### config.mk
export PLATFORM = sky130hd
export DESIGN_NAME = garch_variance_filter_core
export DESIGN_NICKNAME = d
export VERILOG_FILES = /design/src/rtl/gvf_pkg.sv /design/src/rtl/gvf_mac.sv /design/src/rtl/gvf_div.sv /design/src/rtl/gvf_sqrt.sv /design/src/rtl/garch_variance_filter_core.sv
export SDC_FILE = /design/constraint.sdc
export NUM_CORES = 2
export LEC_CHECK = 0
export BUFFER_PORTS_ARGS = -buffer_cell sky130_fd_sc_hd__buf_2
export CAP_MARGIN = 20
export CORE_ASPECT_RATIO = 0.5
export CORE_MARGIN = 1.5
export CORE_UTILIZATION = 30
export DETAILED_ROUTE_END_ITERATION = 10
export PLACE_DENSITY = 0.46
export SYNTH_ARGS = -nofsm -noshare
export SYNTH_HDL_FRONTEND = slang
export SYNTH_SLANG_ARGS = --single-unit
### constraint.sdc
create_clock -name clk -period 14.42 [get_ports clk]
set_clock_uncertainty 0.15 [all_clocks]
set_input_delay 3.605 -clock clk [delete_from_list [all_inputs] [get_ports clk]]
set_output_delay 3.605 -clock clk [all_outputs]
set_load 0.01 [all_outputs]
### src/rtl/gvf_pkg.sv
// shared constants, types and helpers for the garch variance filter
package gvf_pkg;

  localparam int RET_W    = 32;
  localparam int VAR_W    = 48;
  localparam int SIGMA_W  = 24;
  localparam int STAT_W   = 2;
  localparam int AB_W     = 17;
  localparam int W_W      = 16;
  localparam int ACC_W    = VAR_W + 2;
  localparam int MUL_A_W  = VAR_W - W_W;
  localparam int MUL_B_W  = AB_W;
  localparam int PROD_W   = MUL_A_W + MUL_B_W;
  localparam int OMEGA_HI_W = VAR_W - 32;

  localparam logic [AB_W-1:0]  MAX_PERSIST = AB_W'(65470);
  localparam logic [AB_W-1:0]  ONE_Q16     = AB_W'(65536);
  localparam logic [VAR_W-1:0] VMAX        = {VAR_W{1'b1}};

  localparam int DIV_STEPS  = VAR_W;
  localparam int DIV_CNT_W  = $clog2(DIV_STEPS);
  localparam int SQRT_STEPS = SIGMA_W;
  localparam int SQRT_CNT_W = $clog2(SQRT_STEPS);
  localparam int SQRT_REM_W = SIGMA_W + 2;

  localparam int CFG_AW = 6;
  localparam int CFG_DW = 64;

  localparam logic [2:0] REG_OMEGA     = 3'd0;
  localparam logic [2:0] REG_ALPHA     = 3'd1;
  localparam logic [2:0] REG_BETA      = 3'd2;
  localparam logic [2:0] REG_SEED_MODE = 3'd3;
  localparam logic [2:0] REG_SEED_VAR  = 3'd4;

  localparam logic [STAT_W-1:0] ST_OK      = 2'd0;
  localparam logic [STAT_W-1:0] ST_INVALID = 2'd1;
  localparam logic [STAT_W-1:0] ST_OVF     = 2'd2;

  typedef struct packed {
    logic               load;
    logic [ACC_W-1:0]   load_val;
    logic               mul;
    logic [MUL_A_W-1:0] a;
    logic [MUL_B_W-1:0] b;
    logic               shift;
  } mac_cmd_t;

  typedef struct packed {
    logic             ov;
    logic [VAR_W-1:0] val;
  } sat_t;

  function automatic sat_t sat_var(input logic [ACC_W-1:0] x);
    sat_t s;
    if (x > {2'b00, VMAX}) begin
      s.ov  = 1'b1;
      s.val = VMAX;
    end else begin
      s.ov  = 1'b0;
      s.val = x[VAR_W-1:0];
    end
    return s;
  endfunction

endpackage

### src/rtl/gvf_mac.sv
// shared multiplier with registered product and accumulator
module gvf_mac (
  input  logic                    clk,
  input  logic                    rst_n,
  input  gvf_pkg::mac_cmd_t       cmd,
  output logic [gvf_pkg::ACC_W-1:0] acc
);
  import gvf_pkg::*;

  logic [PROD_W-1:0] prod_r;
  logic              shift_r;
  logic              add_pend_r;
  logic [ACC_W-1:0]  acc_r;
  logic [ACC_W-1:0]  addend;

  assign addend = shift_r ? ACC_W'(prod_r >> W_W) : ACC_W'(prod_r);
  assign acc    = acc_r;

  always_ff @(posedge clk) begin
    if (!rst_n) begin
      add_pend_r <= 1'b0;
    end else begin
      add_pend_r <= cmd.mul;
    end
    prod_r  <= PROD_W'(cmd.a) * PROD_W'(cmd.b);
    shift_r <= cmd.shift;
    if (cmd.load) begin
      acc_r <= cmd.load_val;
    end else if (add_pend_r) begin
      acc_r <= acc_r + addend;
    end
  end

endmodule

### src/rtl/gvf_div.sv
// bit-serial restoring divider for the unconditional variance
module gvf_div (
  input  logic                          clk,
  input  logic                          rst_n,
  input  logic                          start,
  input  logic [gvf_pkg::OMEGA_HI_W-1:0] rem_init,
  input  logic [31:0]                   dividend_lo,
  input  logic [gvf_pkg::AB_W-1:0]      divisor,
  output logic                          busy,
  output logic [gvf_pkg::VAR_W-1:0]     quotient
);
  import gvf_pkg::*;

  logic                 busy_r;
  logic [DIV_CNT_W-1:0] cnt_r;
  logic [AB_W-1:0]      rem_r;
  logic [AB_W-1:0]      div_r;
  logic [VAR_W-1:0]     data_r;
  logic [AB_W:0]        trial;
  logic                 ge;
  logic [AB_W:0]        diff;

  assign trial    = {rem_r, data_r[VAR_W-1]};
  assign ge       = trial >= {1'b0, div_r};
  assign diff     = trial - {1'b0, div_r};
  assign busy     = busy_r;
  assign quotient = data_r;

  always_ff @(posedge clk) begin
    if (!rst_n) begin
      busy_r <= 1'b0;
      cnt_r  <= '0;
    end else if (start) begin
      busy_r <= 1'b1;
      cnt_r  <= DIV_CNT_W'(DIV_STEPS - 1);
    end else if (busy_r) begin
      cnt_r <= cnt_r - 1'b1;
      if (cnt_r == '0) begin
        busy_r <= 1'b0;
      end
    end
    if (start) begin
      rem_r  <= {1'b0, rem_init};
      data_r <= {dividend_lo, {(VAR_W-32){1'b0}}};
      div_r  <= divisor;
    end else if (busy_r) begin
      rem_r  <= ge ? diff[AB_W-1:0] : trial[AB_W-1:0];
      data_r <= {data_r[VAR_W-2:0], ge};
    end
  end

endmodule

### src/rtl/gvf_sqrt.sv
// bit-serial integer square root, one result bit per cycle
module gvf_sqrt (
  input  logic                        clk,
  input  logic                        rst_n,
  input  logic                        start,
  input  logic [gvf_pkg::VAR_W-1:0]   radicand,
  output logic                        busy,
  output logic [gvf_pkg::SIGMA_W-1:0] root
);
  import gvf_pkg::*;

  logic                  busy_r;
  logic [SQRT_CNT_W-1:0] cnt_r;
  logic [VAR_W-1:0]      rad_r;
  logic [SQRT_REM_W-1:0] rem_r;
  logic [SIGMA_W-1:0]    root_r;
  logic [SQRT_REM_W+1:0] cur;
  logic [SQRT_REM_W+1:0] trial;
  logic                  ge;
  logic [SQRT_REM_W+1:0] diff;

  assign cur   = {rem_r, rad_r[VAR_W-1 -: 2]};
  assign trial = (SQRT_REM_W+2)'({root_r, 2'b01});
  assign ge    = cur >= trial;
  assign diff  = cur - trial;
  assign busy  = busy_r;
  assign root  = root_r;

  always_ff @(posedge clk) begin
    if (!rst_n) begin
      busy_r <= 1'b0;
      cnt_r  <= '0;
    end else if (start) begin
      busy_r <= 1'b1;
      cnt_r  <= SQRT_CNT_W'(SQRT_STEPS - 1);
    end else if (busy_r) begin
      cnt_r <= cnt_r - 1'b1;
      if (cnt_r == '0) begin
        busy_r <= 1'b0;
      end
    end
    if (start) begin
      rad_r  <= radicand;
      rem_r  <= '0;
      root_r <= '0;
    end else if (busy_r) begin
      rad_r  <= {rad_r[VAR_W-3:0], 2'b00};
      rem_r  <= ge ? diff[SQRT_REM_W-1:0] : cur[SQRT_REM_W-1:0];
      root_r <= {root_r[SIGMA_W-2:0], ge};
    end
  end

endmodule

### src/rtl/garch_variance_filter_core.sv
// garch(1,1) variance filter top level: config port, sequencer, result register
// a seeded series goes through S_RUN, the square and update states, then S_FIN and S_WAIT;
//   seeding from a backcast adds S_SEED0 to S_SEEDFIN, the unconditional variance also S_DIV
// invalid parameters skip seeding and the root and go straight from S_IDLE to S_WAIT
// a new item is taken only in S_IDLE, after the last result; the 24-step square root sets the pace
// reset: synchronous active low, clears registers, variance, seeded and overflow status
module garch_variance_filter_core (
  input  logic                         clk,
  input  logic                         rst_n,
  input  logic                         in_tvalid,
  output logic                         in_tready,
  input  logic [gvf_pkg::RET_W-1:0]    in_tdata,   // return_value
  input  logic [1:0]                   in_tuser,   // missing, restart
  output logic                         out_tvalid,
  input  logic                         out_tready,
  output logic [gvf_pkg::SIGMA_W-1:0]  out_tdata,  // sigma
  output logic [gvf_pkg::STAT_W-1:0]   out_tuser,  // status
  input  logic                         cfg_psel,
  input  logic                         cfg_penable,
  input  logic                         cfg_pwrite,
  input  logic [gvf_pkg::CFG_AW-1:0]   cfg_paddr,
  input  logic [gvf_pkg::CFG_DW-1:0]   cfg_pwdata,
  output logic [gvf_pkg::CFG_DW-1:0]   cfg_prdata,
  output logic                         cfg_pready
);
  import gvf_pkg::*;

  typedef enum logic [4:0] {
    S_IDLE, S_DIV, S_SEED0, S_SEED1, S_SEED2, S_SEEDFIN, S_RUN,
    S_SQ0, S_SQ1, S_SQ2, S_UA0, S_UA1, S_UA2, S_UB0, S_UB1, S_UB2,
    S_FIN, S_WAIT
  } state_t;

  state_t state_r;

  logic [VAR_W-1:0] omega_r;
  logic [W_W-1:0]   alpha_r;
  logic [W_W-1:0]   beta_r;
  logic             seed_mode_r;
  logic [VAR_W-1:0] seed_var_r;

  logic [VAR_W-1:0]   variance_r;
  logic               overflowed_r;
  logic               seeded_r;
  logic [RET_W-1:0]   mag_r;
  logic               missing_r;
  logic               inv_r;
  logic               seed_ov_r;
  logic               upd_ov_r;
  logic [VAR_W-1:0]   bc_r;
  logic [VAR_W-1:0]   r2_r;
  logic [STAT_W-1:0]  stat_r;
  logic               out_tvalid_r;
  logic [SIGMA_W-1:0] sigma_r;
  logic [STAT_W-1:0]  status_r;

  logic [AB_W-1:0]  ab;
  logic [AB_W-1:0]  denom;
  logic             invalid;
  logic             cfg_wr;
  logic             in_acc;
  logic [RET_W-1:0] mag_in;
  logic [VAR_W-1:0] r2_now;
  logic             div_start;
  logic             div_busy;
  logic [VAR_W-1:0] div_q;
  logic             sqrt_start;
  logic             sqrt_busy;
  logic [SIGMA_W-1:0] sqrt_root;
  logic             res_ready;
  mac_cmd_t         mac_cmd;
  logic [ACC_W-1:0] mac_acc;
  sat_t             sat_now;

  assign ab       = {1'b0, alpha_r} + {1'b0, beta_r};
  assign denom    = ONE_Q16 - ab;
  assign invalid  = (omega_r == '0) || (ab >= MAX_PERSIST) ||
                    (seed_mode_r && (seed_var_r == '0));
  assign cfg_wr   = cfg_psel && cfg_penable && cfg_pwrite && cfg_pready;
  assign cfg_pready = 1'b1;
  assign in_tready  = (state_r == S_IDLE);
  assign in_acc     = in_tvalid && in_tready;
  assign mag_in     = in_tdata[RET_W-1] ? RET_W'(~in_tdata + 1'b1) : in_tdata;
  assign r2_now     = missing_r ? variance_r : mac_acc[VAR_W-1:0];
  assign sat_now    = sat_var(mac_acc);
  assign div_start  = in_acc && !invalid && (in_tuser[1] || !seeded_r) && !seed_mode_r &&
                      (seed_var_r == '0) && ({1'b0, omega_r[VAR_W-1:32]} < denom);
  assign sqrt_start = (state_r == S_RUN);
  assign res_ready  = (inv_r || !sqrt_busy) && (!out_tvalid_r || out_tready);

  assign out_tvalid = out_tvalid_r;
  assign out_tdata  = sigma_r;
  assign out_tuser  = status_r;

  always_comb begin
    unique case (cfg_paddr[5:3])
      REG_OMEGA:     cfg_prdata = CFG_DW'(omega_r);
      REG_ALPHA:     cfg_prdata = CFG_DW'(alpha_r);
      REG_BETA:      cfg_prdata = CFG_DW'(beta_r);
      REG_SEED_MODE: cfg_prdata = CFG_DW'(seed_mode_r);
      REG_SEED_VAR:  cfg_prdata = CFG_DW'(seed_var_r);
      default:       cfg_prdata = '0;
    endcase
  end

  always_comb begin
    mac_cmd = '0;
    unique case (state_r)
      S_SEED0: begin
        mac_cmd.load     = 1'b1;
        mac_cmd.load_val = {2'b00, omega_r};
        mac_cmd.mul      = 1'b1;
        mac_cmd.a        = bc_r[VAR_W-1:W_W];
        mac_cmd.b        = ab;
      end
      S_SEED1: begin
        mac_cmd.mul   = 1'b1;
        mac_cmd.a     = MUL_A_W'(bc_r[W_W-1:0]);
        mac_cmd.b     = ab;
        mac_cmd.shift = 1'b1;
      end
      S_SQ0: begin
        mac_cmd.load = 1'b1;
        mac_cmd.mul  = 1'b1;
        mac_cmd.a    = mag_r;
        mac_cmd.b    = MUL_B_W'(mag_r[RET_W-1:W_W]);
      end
      S_SQ1: begin
        mac_cmd.mul   = 1'b1;
        mac_cmd.a     = mag_r;
        mac_cmd.b     = MUL_B_W'(mag_r[W_W-1:0]);
        mac_cmd.shift = 1'b1;
      end
      S_UA0: begin
        mac_cmd.load     = 1'b1;
        mac_cmd.load_val = {2'b00, omega_r};
        mac_cmd.mul      = 1'b1;
        mac_cmd.a        = r2_now[VAR_W-1:W_W];
        mac_cmd.b        = MUL_B_W'(alpha_r);
      end
      S_UA1: begin
        mac_cmd.mul   = 1'b1;
        mac_cmd.a     = MUL_A_W'(r2_r[W_W-1:0]);
        mac_cmd.b     = MUL_B_W'(alpha_r);
        mac_cmd.shift = 1'b1;
      end
      S_UB0: begin
        mac_cmd.load     = 1'b1;
        mac_cmd.load_val = {2'b00, sat_now.val};
        mac_cmd.mul      = 1'b1;
        mac_cmd.a        = variance_r[VAR_W-1:W_W];
        mac_cmd.b        = MUL_B_W'(beta_r);
      end
      S_UB1: begin
        mac_cmd.mul   = 1'b1;
        mac_cmd.a     = MUL_A_W'(variance_r[W_W-1:0]);
        mac_cmd.b     = MUL_B_W'(beta_r);
        mac_cmd.shift = 1'b1;
      end
      default: mac_cmd = '0;
    endcase
  end

  gvf_mac u_mac (
    .clk   (clk),
    .rst_n (rst_n),
    .cmd   (mac_cmd),
    .acc   (mac_acc)
  );

  gvf_div u_div (
    .clk         (clk),
    .rst_n       (rst_n),
    .start       (div_start),
    .rem_init    (omega_r[VAR_W-1:32]),
    .dividend_lo (omega_r[31:0]),
    .divisor     (denom),
    .busy        (div_busy),
    .quotient    (div_q)
  );

  gvf_sqrt u_sqrt (
    .clk      (clk),
    .rst_n    (rst_n),
    .start    (sqrt_start),
    .radicand (variance_r),
    .busy     (sqrt_busy),
    .root     (sqrt_root)
  );

  always_ff @(posedge clk) begin
    if (!rst_n) begin
      state_r      <= S_IDLE;
      omega_r      <= '0;
      alpha_r      <= '0;
      beta_r       <= '0;
      seed_mode_r  <= 1'b0;
      seed_var_r   <= '0;
      variance_r   <= '0;
      overflowed_r <= 1'b0;
      seeded_r     <= 1'b0;
      inv_r        <= 1'b0;
      out_tvalid_r <= 1'b0;
    end else begin
      if (cfg_wr) begin
        unique case (cfg_paddr[5:3])
          REG_OMEGA:     omega_r     <= cfg_pwdata[VAR_W-1:0];
          REG_ALPHA:     alpha_r     <= cfg_pwdata[W_W-1:0];
          REG_BETA:      beta_r      <= cfg_pwdata[W_W-1:0];
          REG_SEED_MODE: seed_mode_r <= cfg_pwdata[0];
          REG_SEED_VAR:  seed_var_r  <= cfg_pwdata[VAR_W-1:0];
          default: ;
        endcase
      end
      if ((state_r == S_WAIT) && res_ready) begin
        out_tvalid_r <= 1'b1;
      end else if (out_tvalid_r && out_tready) begin
        out_tvalid_r <= 1'b0;
      end
      unique case (state_r)
        S_IDLE: begin
          if (in_acc) begin
            mag_r     <= mag_in;
            missing_r <= in_tuser[0];
            seed_ov_r <= 1'b0;
            if (invalid) begin
              variance_r   <= '0;
              seeded_r     <= 1'b0;
              overflowed_r <= 1'b0;
              inv_r        <= 1'b1;
              stat_r       <= ST_INVALID;
              state_r      <= S_WAIT;
            end else begin
              inv_r <= 1'b0;
              if (in_tuser[1] || !seeded_r) begin
                seeded_r <= 1'b1;
                if (seed_mode_r) begin
                  variance_r   <= seed_var_r;
                  overflowed_r <= 1'b0;
                  state_r      <= S_RUN;
                end else if (seed_var_r != '0) begin
                  bc_r    <= seed_var_r;
                  state_r <= S_SEED0;
                end else if (div_start) begin
                  state_r <= S_DIV;
                end else begin
                  bc_r      <= VMAX;
                  seed_ov_r <= 1'b1;
                  state_r   <= S_SEED0;
                end
              end else begin
                state_r <= S_RUN;
              end
            end
          end
        end
        S_DIV: begin
          if (!div_busy) begin
            bc_r    <= div_q;
            state_r <= S_SEED0;
          end
        end
        S_SEED0:   state_r <= S_SEED1;
        S_SEED1:   state_r <= S_SEED2;
        S_SEED2:   state_r <= S_SEEDFIN;
        S_SEEDFIN: begin
          variance_r   <= sat_now.val;
          overflowed_r <= seed_ov_r || sat_now.ov;
          state_r      <= S_RUN;
        end
        S_RUN: begin
          stat_r  <= overflowed_r ? ST_OVF : ST_OK;
          state_r <= missing_r ? S_UA0 : S_SQ0;
        end
        S_SQ0: state_r <= S_SQ1;
        S_SQ1: state_r <= S_SQ2;
        S_SQ2: state_r <= S_UA0;
        S_UA0: begin
          r2_r    <= r2_now;
          state_r <= S_UA1;
        end
        S_UA1: state_r <= S_UA2;
        S_UA2: state_r <= S_UB0;
        S_UB0: begin
          upd_ov_r <= sat_now.ov;
          state_r  <= S_UB1;
        end
        S_UB1: state_r <= S_UB2;
        S_UB2: state_r <= S_FIN;
        S_FIN: begin
          variance_r   <= sat_now.val;
          overflowed_r <= overflowed_r || upd_ov_r || sat_now.ov;
          state_r      <= S_WAIT;
        end
        S_WAIT: begin
          if (res_ready) begin
            sigma_r  <= inv_r ? '0 : sqrt_root;
            status_r <= stat_r;
            state_r  <= S_IDLE;
          end
        end
        default: state_r <= S_IDLE;
      endcase
    end
  end

  // an invalid-parameter result never carries a root
  assert property (@(posedge clk) disable iff (!rst_n)
    out_tvalid && (out_tuser == ST_INVALID) |-> (out_tdata == '0))
    else $error("invalid status with nonzero sigma");

  // an unseeded filter holds a cleared variance and no overflow
  assert property (@(posedge clk) disable iff (!rst_n)
    !seeded_r |-> (variance_r == '0) && !overflowed_r)
    else $error("unseeded state not clear");

  // the block is busy in the cycle after an item is taken
  assert property (@(posedge clk) disable iff (!rst_n)
    in_tvalid && in_tready |=> !in_tready)
    else $error("item accepted back to back");

  // iterative units only run while an item is in flight
  assert property (@(posedge clk) disable iff (!rst_n)
    (sqrt_busy || div_busy) |-> (state_r != S_IDLE))
    else $error("iterative unit busy while idle");

  // the divider runs only for the unconditional variance seed
  assert property (@(posedge clk) disable iff (!rst_n)
    div_busy |-> (state_r == S_DIV))
    else $error("divider busy outside seeding");

endmodule

Word level (Yosys, flattened, before mapping)
Cells that the tools add are included.
Storage, ports and cells
  flip-flop bits (word level): 607
  input port bits: 111
  output and inout bits: 93
  word-level logic and storage cells: 218
Operators by class
  add/sub/neg operators: 8
  $mul: 1
  magnitude comparators: 5
  eq/ne operators: 31
  multiplexer cells: 67
  bitwise logic cells: 3
  reductions and logical operators: 64
Operators with widths (count)
  2-to-1 mux 48 bit: 16
  one-hot mux 50 bit (8 select lines): 1
  one-hot mux 48 bit (2 select lines): 3
  one-hot mux 48 bit (5 select lines): 1
  2-to-1 mux 50 bit: 2
  2-to-1 mux 49 bit: 2
  zero test 48 bit: 2
  one-hot mux 5 bit (18 select lines): 1
  adder 50 bit: 1
  > comparator 50 x 48 -> 1 bit (second input constant): 1
  multiplier 32 x 17 -> 49 bit: 1
  nonzero test 48 bit: 1
  equality test 5 x 4 -> 1 bit (second input constant): 8
  2-to-1 mux 5 bit: 7
  adder 32 x 1 -> 32 bit (second input constant): 1
  2-to-1 mux 16 bit: 2
  NOT 32 bit: 1
  2-to-1 mux 31 bit: 1
  greater-or-equal comparator 28 x 26 -> 1 bit: 1
  2-to-1 mux 26 bit: 1
  subtractor 26 bit: 1
  equality test 5 x 3 -> 1 bit (second input constant): 4
  greater-or-equal comparator 18 x 17 -> 1 bit: 1
  2-to-1 mux 1 bit: 18
  39 further kinds: 101

Logic depth before layout (Yosys ltp)
  depth after elaboration: 17
  mapped depth: 34
  mapped depth without buffers: 31

Hierarchy
A second synthesis with hierarchy kept.
Unflattened totals
  cells, all modules: 5720
  area total of the unflattened synthesis: 50988.9 um2
Modules (own cells, without submodules)
  gvf_mac: instances 1, cells an instance 2655, area an instance 23452.5 um2, seq. area each 2522.4 um2
  garch_variance_filter_core: instances 1, cells an instance 2122, area an instance 17296.6 um2, seq. area each 7537.2 um2
  gvf_sqrt: instances 1, cells an instance 547, area an instance 5745.5 um2, seq. area each 2562.5 um2
  gvf_div: instances 1, cells an instance 396, area an instance 4494.3 um2, seq. area each 2432.3 um2

Worst setup path after synthesis
Ideal clock, no wire load.
  path type: input-to-output
  start: input port cfg_paddr[5] (netlist bit)
  end: output port cfg_prdata[10] (netlist bit)
  arrival time: 4.803 ns
  data required time: 10.665 ns
  slack: 5.862 ns
  stages on the path: 4
  buffers on the path: 1
  path through: nor3b_1 > clkbuf_1 > a22o_1 > a221o_1
Between the ends
  longest elaborated chain between the ends: 2
  elaborated cells on any way between the ends: 6
  those cells by class: eq/ne (4); mux (1); reduce/logical (1)
RTL lines
  start: declaration: RTL line garch_variance_filter_core.sv:21  | input logic [gvf_pkg::CFG_AW-1:0] cfg_paddr,
  equality test 3 bit (tied with other cells): RTL line garch_variance_filter_core.sv:96  | unique case (cfg_paddr[5:3])
  one-hot mux 48 bit (5 select lines) (*): RTL line garch_variance_filter_core.sv:96
  end: declaration: RTL line garch_variance_filter_core.sv:23  | output logic [gvf_pkg::CFG_DW-1:0] cfg_prdata,
Every way passes the cells marked *; elsewhere a longest branch is shown, timed or not.

Final worst setup path
  start: register state_r[0]
  end: register u_mac.prod_r[48]
Between the ends
  longest elaborated chain between the ends: 3
  elaborated cells on any way between the ends: 10
  those cells by class: mul (1); eq/ne (8); mux (1)
RTL lines
  start: declaration: RTL line garch_variance_filter_core.sv:34  | state_t state_r;
  start signal: assignment: RTL line garch_variance_filter_core.sv:273  | state_r <= missing_r ? S_UA0 : S_SQ0;
  equality test 5 x 4 -> 1 bit (tied with other cells): RTL line garch_variance_filter_core.sv:108  | unique case (state_r)
  one-hot mux 50 bit (8 select lines) (*): RTL line garch_variance_filter_core.sv:108
  multiplier 32 x 17 -> 49 bit (*): RTL line gvf_mac.sv:25  | prod_r <= PROD_W'(cmd.a) * PROD_W'(cmd.b);
  end signal: assignment: RTL line gvf_mac.sv:25
  end: declaration: RTL line gvf_mac.sv:10  | logic [PROD_W-1:0] prod_r;
Marks and branches as above.
A chain may end at the register's enable or synchronous reset.

==> impl_metrics.yaml <==
run_status:
  status: "finished clean"
yosys:
  synthCells: 5769
  yosysWarnings: 0
  syn_avg_cell_area_um2: 8.76
  synth-seq-cells: 607
  synth_compound_area_frac: 0.158
  synth_seq_area_share: 0.298
  synthXorXnorAreaFrac: 0.0310
  synth_ff_type: "dfxtp_1"
  synthMuxAreaShare: 0.0269
  synth_top_family_by_area: "adder cells"
  async_flop_share: 0
  yosys.cell_types.count: 91
  synth_edf_count: 290
  synthAdderAreaFrac: 0.242
  netlist_area_mm2: 0.0506
  yosys.area_share.simple: 0.167
floorplanning:
  start_util: 0.302
  rows: 106
  coreArea_mm2: 0.167
  die_x_um: 584
  die-area_mm2: 0.171
  die_y_um: 293
  ios: 204
timing:
  rsz0062_at_grt: "no"
  layout_min_cycle_time_ps: 10430
  setup_viol: 0
  hold_violations: 0
  max_freq_mhz: 95.9
  slew_viol_final: 0
  hold_ws_ps: 337
  maxSlewHeadroom: 0.277
  period_share: 0.723
  tightest_slew_ps: 1080
  setup_ws_ps: 3990
  finalSetupTns_ps: 0
clock_tree:
  postCtsSetupRepairBufs: 0
  clkTransAtPathRegs_ps: 70
  cts-root-buf: "clkbuf_16"
  clk_latency_ps: 700
  clk_path_buf_depth: 3
  tritoncts: "done"
  numCtsBuffers: 71
  htree_num_levels: 3
  hold_buffers: 0
  numClockSinks: 607
  cts_resized: 0
flow_run:
  maxCapViolations: 0
setup_path:
  cp.required_ps: 14850
  crit_path_end: "u_mac.prod_r[48]"
  worstReg2RegEnd: "u_mac.prod_r[48]"
  critPathBufInv: 9
  endpoint_kind: "flip-flop"
  critical_path.top_delay_family: "adder cells"
  cp-start-kind: "flip-flop"
  crit_slowest_cell: "dfxtp_1"
  arrival_ps: 10870
  r2r-start: "state_r[0]"
  worstSetupPathType: "reg2reg"
  cp-startpoint: "state_r[0]"
  reg2regPathDepth: 30
  crit_path_max_fanout: 50
  rrSetupSlack_ps: 3990
  slowest_delay_ps: 830
  cp_num_cells: 30
cells_and_area:
  multi_input_area_mm2: 0.0318
  final_cell_mix: "1,055 x nand2_1, 676 x inv_1, 452 x fa_1"
  layout.nets: 6640
  final_util: 0.338
  fillers: 17400
  area_growth_pct: 11.9
  layout-drive-gt1-share: 0.0898
  regArea_mm2: 0.0151
  final_common_cell: "nand2_1"
pwr:
  p_total_w: 0.00650
  ir_worst_vdd_mv: 0.0896
  intPower_w: 0.00400
  p_comb_frac: 0.325
  leakage_nw: 24.4
  swShare: 0.385
  pwr-share-clk: 0.294
  seqPwrFrac: 0.382
  power_switching_w: 0.00250
  powerDensity_mw_per_mm2: 115
drt:
  ant_nets: 0
  dr.pass1.iters: 7
  drc: 0
  viasPerCell: 5.30
  routed_wirelength_um: 201000
  vias: 43200
  drt-wirelength-per-cell_um: 24.7
  drt_iter0_markers: 4410
placed_design:
  pre_cts_ws_ps: 4190
  place.gp.congestion: 0.930
  hpwl_um: 150000
  portBuffers: 167
global_route:
  antenna_found_initial: 4
  grt_max_degree: 108
  grt_util_all_layers: 0.233
  gr-total-overflow: 0
  grt_pass1_vias: 42400
  grt_pass1_wl_um: 294000
hold_path:
  min_path_type: "reg2reg"
==> layer usage <==
layer,vias to the layer above,GRT usage,part of all wire
met5,-,0,0
met4,0,0.0703,0.032
met3,250,0.0476,0.087
met2,1744,0.338,0.42
met1,21800,0.343,0.47
li1,19400,-,-
==> cell usage after synthesis, types with 46 or more instances <==
| library cell | n | area (um2) |
|---|---|---|
| mux2i_1 | 58 | 581 |
| nor3_1 | 49 | 245 |
| nand3_1 | 52 | 260 |
| xnor2_1 | 120 | 1050 |
| nor2b_1 | 59 | 369 |
| nor2_1 | 451 | 1690 |
| dfxtp_1 | 317 | 6350 |
| inv_1 | 676 | 2540 |
| fa_1 | 452 | 9050 |
| nand2_1 | 1056 | 3960 |
| a21o_1 | 74 | 556 |
| a21boi_0 | 133 | 998 |
| a22oi_1 | 46 | 345 |
| ha_1 | 253 | 3170 |
| clkbuf_1 | 288 | 1080 |
| and2_1 | 107 | 669 |
| mux2_2 | 53 | 597 |
| o21ai_0 | 180 | 901 |
| a21oi_1 | 334 | 1670 |
| edfxtp_1 | 290 | 8710 |
| xor2_1 | 59 | 517 |
| a22o_1 | 63 | 552 |
==> power by group through the flow <==
stage                     combinational [W]  sequential [W]  clock (W)
final                               0.00211         0.00248    0.00191
after detailed placement            0.00206         0.00250          0
after global placement              0.00203         0.00249          0
after global routing                0.00230         0.00250    0.00200
after CTS                           0.00207         0.00247    0.00193
after floorplan                     0.00145         0.00235          0
==> kinds of logic (layout without fill, tap and decap cells) <==
group | count (synthesis) | after routing
flip-flops | 607 | 607
buffers and inverters | 1013 | 1112
AND/OR/NAND/NOR | 1960 | 1960
other | 2 | 22
AO/OA/AOI/OAI | 1179 | 1179
XOR/XNOR | 179 | 179
multiplexers | 124 | 124
adder cells (fa/ha/maj) | 705 | 705
==> worst min-delay path by stage <==
| stage | startpoint | end | slack (ps) | depth (start not counted) |
|---|---|---|---|---|
| 6_report | stat_r[0] | out_tuser[0] | 340 | 0 |
| 5_1_grt | stat_r[0] | out_tuser[0] | 340 | 0 |
| 4_1_cts | stat_r[0] | out_tuser[0] | 340 | 0 |
| 3_5_place_dp | stat_r[0] | out_tuser[0] | 310 | 0 |
| 3_3_place_gp | u_sqrt.rem_r[25] | u_sqrt.rem_r[25] | 320 | 1 |
| 2_1_floorplan | stat_r[0] | out_tuser[0] | 250 | 0 |
==> stage by stage <==
step | instance area, um2 | instances
2_1_floorplan | 50600 | 5784
3_3_place_gp | 54000 | 8013
3_5_place_dp | 54100 | 8017
4_1_cts | 56500 | 8149
5_1_grt | 56500 | 8151
6_report | 56600 | 8156
==> flip-flops by register name, summed over array words and instances (netlist names), 17 cells and up <==
register / flops
u_mac.acc: 50
u_mac.prod_r: 49
bc_r: 48
omega_r: 48
seed_var_r: 48
u_div.quotient: 48
u_sqrt.rad_r: 48
variance_r: 48
mag_r: 32
u_sqrt.rem_r: 26
out_tdata: 24
u_sqrt.root: 24
u_div.div_r: 17
u_div.rem_r: 17
==> worst reg2reg max path: cells and delay by family, from the launching register on <==
kind            cells  cell delay (ps)
fa+ha+maj           7             3570
compound gates     10             2990
buf+inv             9             1990
xor+xnor            1              190
flops               1              830
simple gates        3              620
==> area by class of cell <==
class,instances,share of cell area
timing repair buffer,303,0.0340
clock inverter,36,0.00673
clock buffer,96,0.0358
inverter,677,0.0449
tap,2268,0.0502
sequential,607,0.266
antenna,5,0.000221
multi-input combinational,4164,0.562
No activity file was read; power rests on OpenSTA's default activity.
